<file path="src/design/ftm_pkg.sv">
package ftm_pkg;

  localparam int PHASES  = 3;
  localparam int ADDR_W  = 6;
  localparam int DATA_W  = 64;
  localparam int STATE_W = 48;
  localparam int TEMP_W  = 40;
  localparam int GAIN_W  = 16;
  localparam int PROD_W  = 64;
  localparam int ACC_W   = 72;
  localparam int VOLT_W  = 16;
  localparam int LEVEL_W = 15;
  localparam int INIT_W  = 32;

  localparam logic [STATE_W-1:0] STATE_MAX = '1;
  localparam logic [TEMP_W-1:0]  TEMP_MAX  = '1;

  typedef enum logic [2:0] {
    REG_FILTER_RATES = 3'd0,
    REG_WEIGHTS      = 3'd1,
    REG_TEMP_LIMIT   = 3'd2,
    REG_ZERO_CURRENT = 3'd3,
    REG_ARC_VOLTAGE  = 3'd4,
    REG_INIT_VALUE   = 3'd5
  } reg_index_t;

  typedef struct packed {
    logic [DATA_W-1:0]  filter_rates;
    logic [DATA_W-1:0]  weights;
    logic [TEMP_W-1:0]  temp_limit;
    logic [LEVEL_W-1:0] zero_current;
    logic [LEVEL_W-1:0] arc_voltage;
    logic [INIT_W-1:0]  init_value;
  } ftm_cfg_t;

  typedef struct packed {
    logic [PHASES-1:0][TEMP_W-1:0] temperature;
    logic [PHASES-1:0][VOLT_W-1:0] voltage;
    logic [PHASES-1:0]             melt;
    logic [PHASES-1:0]             arc;
    logic [PHASES-1:0]             opened;
  } ftm_result_t;

  function automatic logic [GAIN_W-1:0] lane16(input logic [DATA_W-1:0] packed_word,
                                               input logic [2:0] k);
    if (k[2]) begin
      return '0;
    end
    return packed_word[{k[1:0], 4'b0000} +: GAIN_W];
  endfunction

endpackage

</file>
<file path="src/design/ftm_merge.sv">
module ftm_merge #(
  parameter int CURRENT_WIDTH = 16
) (
  input  logic                            clk,
  input  logic                            rst,
  input  logic                            load,
  input  logic signed [CURRENT_WIDTH-1:0] current [ftm_pkg::PHASES],
  input  logic [ftm_pkg::TEMP_W-1:0]      temperature [ftm_pkg::PHASES],
  input  logic                            reset_fuse,
  input  ftm_pkg::ftm_cfg_t               cfg,
  output ftm_pkg::ftm_result_t            result
);
  import ftm_pkg::*;

  logic [PHASES-1:0]              melt_latched;
  logic signed [CURRENT_WIDTH-1:0] prev [PHASES];

  logic [CURRENT_WIDTH-1:0]       mag [PHASES];
  logic [PHASES-1:0]              same_sign;
  logic [PHASES-1:0]              melt_next;
  logic [PHASES-1:0]              arc_next;
  logic [VOLT_W-1:0]              volt_next [PHASES];
  logic [VOLT_W-1:0]              av_pos;
  logic [VOLT_W-1:0]              av_neg;

  always_comb begin
    av_pos = {1'b0, cfg.arc_voltage};
    av_neg = ~av_pos + 1'b1;
    for (int p = 0; p < PHASES; p++) begin
      mag[p] = current[p][CURRENT_WIDTH-1] ? (~current[p] + 1'b1) : current[p];
      same_sign[p] = !((prev[p] < 0 && current[p] > 0) || (prev[p] > 0 && current[p] < 0));
      melt_next[p] = !reset_fuse && (melt_latched[p] || (temperature[p] > cfg.temp_limit));
      arc_next[p] = melt_next[p] && same_sign[p] &&
                    (32'(mag[p]) > 32'(cfg.zero_current));
      if (!arc_next[p]) begin
        volt_next[p] = '0;
      end else if (current[p] > 0) begin
        volt_next[p] = av_pos;
      end else begin
        volt_next[p] = av_neg;
      end
    end
  end

  always_ff @(posedge clk) begin
    if (rst) begin
      melt_latched <= '0;
      for (int p = 0; p < PHASES; p++) begin
        prev[p] <= '0;
      end
    end else if (load) begin
      melt_latched <= melt_next;
      for (int p = 0; p < PHASES; p++) begin
        prev[p] <= current[p];
      end
    end
  end

  always_ff @(posedge clk) begin
    if (load) begin
      for (int p = 0; p < PHASES; p++) begin
        result.temperature[p] <= temperature[p];
        result.voltage[p]     <= volt_next[p];
      end
      result.melt   <= melt_next;
      result.arc    <= arc_next;
      result.opened <= melt_next & ~arc_next;
    end
  end

endmodule

</file>
<file path="config.mk">
export PLATFORM = sky130hd
export DESIGN_NAME = ftm_merge
export DESIGN_NICKNAME = d
export VERILOG_FILES = /design/src/design/ftm_pkg.sv /design/src/design/ftm_merge.sv
export SDC_FILE = /design/constraint.sdc
export NUM_CORES = 1
export LEC_CHECK = 0
export BUFFER_PORTS_ARGS = -buffer_cell sky130_fd_sc_hd__buf_2
export CORE_AREA = 4 4 220 222
export CTS_BUF_LIST = sky130_fd_sc_hd__clkbuf_4
export CTS_CLUSTER_SIZE = 10
export DETAILED_ROUTE_END_ITERATION = 12
export DIE_AREA = 0 0 224 226
export GPL_TIMING_DRIVEN = 1
export SYNTH_ARGS = -nofsm -noshare
export SYNTH_HDL_FRONTEND = slang
export SYNTH_SLANG_ARGS = --single-unit
</file>
<file path="constraint.sdc">
create_clock -name clk -period 3.6 [get_ports clk]
set_input_delay 0.18 -clock clk [delete_from_list [all_inputs] [get_ports clk]]
set_output_delay 0.18 -clock clk [all_outputs]
set_load 0.01 [all_outputs]
</file>
==> impl_metrics.ini <==
[final_layout]
area_growth_pct = 43.4
drive_above_1_share_pct = 30.7
nets = 2385
utilization_pct = 41.0

[logic_synthesis]
synth_compound_area_share_pct = 8.69
synthXorXnorAreaFrac_pct = 5.16
synth_seq_cells = 228
synth_cells = 1141
synth-edff-count = 225
muxShareOfSynthArea_pct = 0
syn_area_mm2 = 0.0133
yosys_warnings = 0
synth_cell_types = 63
synthesis.nets = 1712
synthAdderAreaFrac_pct = 16.0
ys_seq_area_share_pct = 51.4
synth_top_family_by_area = adder cells
synth_area_per_cell_um2 = 11.6
ys.flop_type = edfxtp_1
async_flop_share_pct = 0
synth-simple-area-share_pct = 15.7

[critical_path]
cp_max_fo = 16
path_class = input port to register
cp-start-kind = input port
crit_arrival_ps = 4170
crit_required_ps = 4200
end_kind = register

[sta]
max_slew_margin_pct = 25.8
worst_slew_pin_slew_ps = 1110
final_hold_viol_count = 0
clock_skew_ps = 26.1
slew_viol_final = 0
max_freq_ghz = 0.281
fin_tns_setup_ps = 0
fin_crit_sh_pct = 99.0
setup_viol_count_final = 0
finalCriticalPeriod_ps = 3560

[die]
fp-row-count = 79
die_y_um = 226
pin_count = 579
chipWidth_um = 224
dieArea_mm2 = 0.0506
initial_core_util_pct = 28.6
core_mm2 = 0.0464

[pwr]
leakage_nw = 8.41
finalPower_w = 0.00706
ir_drop_v = 0.000255
power_density_mw_per_mm2 = 371

[global_route]
grt_max_degree = 117
grt_first_pass_wirelength_um = 71200
gr-total-overflow = 0
antenna_found_initial = 19
grt_pass1_vias = 11900
grt_use_total_pct = 18.6

[placed_design]
io_buffers = 418
dp_hpwl_um = 39300
gp_congestion = 0.898

[drt]
top_layer = met5
routedWlPerCell_um = 19.9
wl_met1_um = 19700
postRouteAntennaNets = 0
drt_iter0_markers = 580
drt-total-wl_um = 49600
via_per_inst = 4.78
vias = 11900
route.detailed.drc = 0
met3_length_um = 3810
dr.pass1.iters = 5
dr_wl_met2_um = 24300

[flow_run]
cap_violations = 0

[clock_tree]
clkSinkCount = 228
htree_levels = 2
cts_buffers = 61
cts_root_buf = clkbuf_4
cts.path.max_buffers = 3
cts_tree = built
postCtsSetupBuffers = 0
path_clk_slew_ps = 80
worstSkewPairLatency_ps = 760

[worst_hold_path]
hp-class = input port to register

[outcome]
status = finished clean
[worst paths after layout]
path | from | endpoint | slack, ps | cells past startpoint
setup reg to reg | prev[0][0] | result[12] | 980 | 9
hold / removal | temperature[119] | result[96] | 150 | 2
hold reg to reg | melt_latched[0] | melt_latched[0] | 520 | 1
setup / recovery | current[40] | result[12] | 40 | 16
[worst max-delay path, stage by stage]
cell and delay [ps]:
dlygate4sd3_1 550, buf_2 140, or4_4 530, or3_4 350
o31ai_2 220, xnor2_1 130, ha_1 330, nand4_1 120
nor2_1 130, nand4_1 120, o211a_1 230, a2bb2oi_2 190
buf_4 170, a2111o_1 440, buf_12 190, nor2_1 130
[logic make-up (layout without fill, tap and decap cells)]
group | after synthesis | after routing
AO/OA/AOI/OAI | 179 | 179
flip-flops | 228 | 228
AND/OR/NAND/NOR | 386 | 386
other | 0 | 14
XOR/XNOR | 78 | 78
buffers and inverters | 101 | 824
adder cells (fa/ha/maj) | 169 | 169
[report_power, final]
part	total [W]	internal [W]	leakage [nW]	switching [W]
combinational	0.00153	0.000678	5.65	0.000856
clock	0.00233	0.00118	0.463	0.00115
sequential	0.00319	0.00313	2.30	0.0000559
[layout make-up]
cell class              instances  area (µm²)
inverters                      74         278
clock buffers                  79         593
diodes                         14        35.0
well taps                     607         759
repair buffers                637        4260
flip-flops and latches        228        6820
clock inverters                34         190
multi-input cells             812        6070
fillers                      4450       27400
[synthesized netlist by cell type, types with 24 or more instances]
master    instances  share of area (%)
edfxtp_1        225                 51
ha_1            169                 16
nand2_1          83                2.4
inv_1            74                2.1
a21oi_1          67                2.5
nor2_1           64                1.8
and2_1           48                2.3
xnor2_1          47                3.1
nand4_1          37                1.7
nand3_1          35                1.3
o21ai_0          32                1.2
nor4_1           31                1.5
xor2_1           31                2.0
nor3_1           24               0.91
[flip-flops by register name (all words and copies together), names as in the netlist]
signal	cells
melt_latched	3
prev	48
result	177
[per-layer routing]
| metal | track usage (%) | vias to the layer above |
|---|---|---|
| met2 | 32.5 | 537 |
| li1 | - | 5689 |
| met3 | 4.59 | 102 |
| met1 | 22.1 | 5541 |
| met4 | 7.46 | 10 |
| met5 | 0 | - |
[per-stage QoR]
stage	worst slack [ps]	hold slack [ps]	instance area (µm²)	std cells
floorplan	146	279	13300	1141
global placement	-152	378	16300	2172
detailed placement	-196	378	16300	2172
CTS	80.9	27.8	18900	2471
global route	-12.3	50.1	19000	2483
finish	37.8	151	19000	2485
[cell usage in the layout, fill, tap and decap left out, drive strengths merged, types with 4 or more instances in the layout]
master,count
a2111oi,4
a211oi,4
a21o,15
a21oi,69
and2,49
buf,450
clkbuf,80
clkinv,31
diode,14
dlygate4sd3,186
edfxtp,225
ha,169
inv,75
nand2,84
nand2b,10
nand3,35
nand4,37
nor2,64
nor2b,6
nor3,25
nor3b,4
nor4,39
o21a,5
o21ai,32
o31ai,16
o41ai,5
or3,15
or4,4
xnor2,47
xor2,31
[timing repair]
item / in CTS / in global routing
endpoints found under the hold margin: 286 / 0
resized for setup: 0 / 9
endpoints found under the setup margin: 0 / 49
hold buffers: 186 / 0
Note: power is estimated with default switching activity, not from simulation.
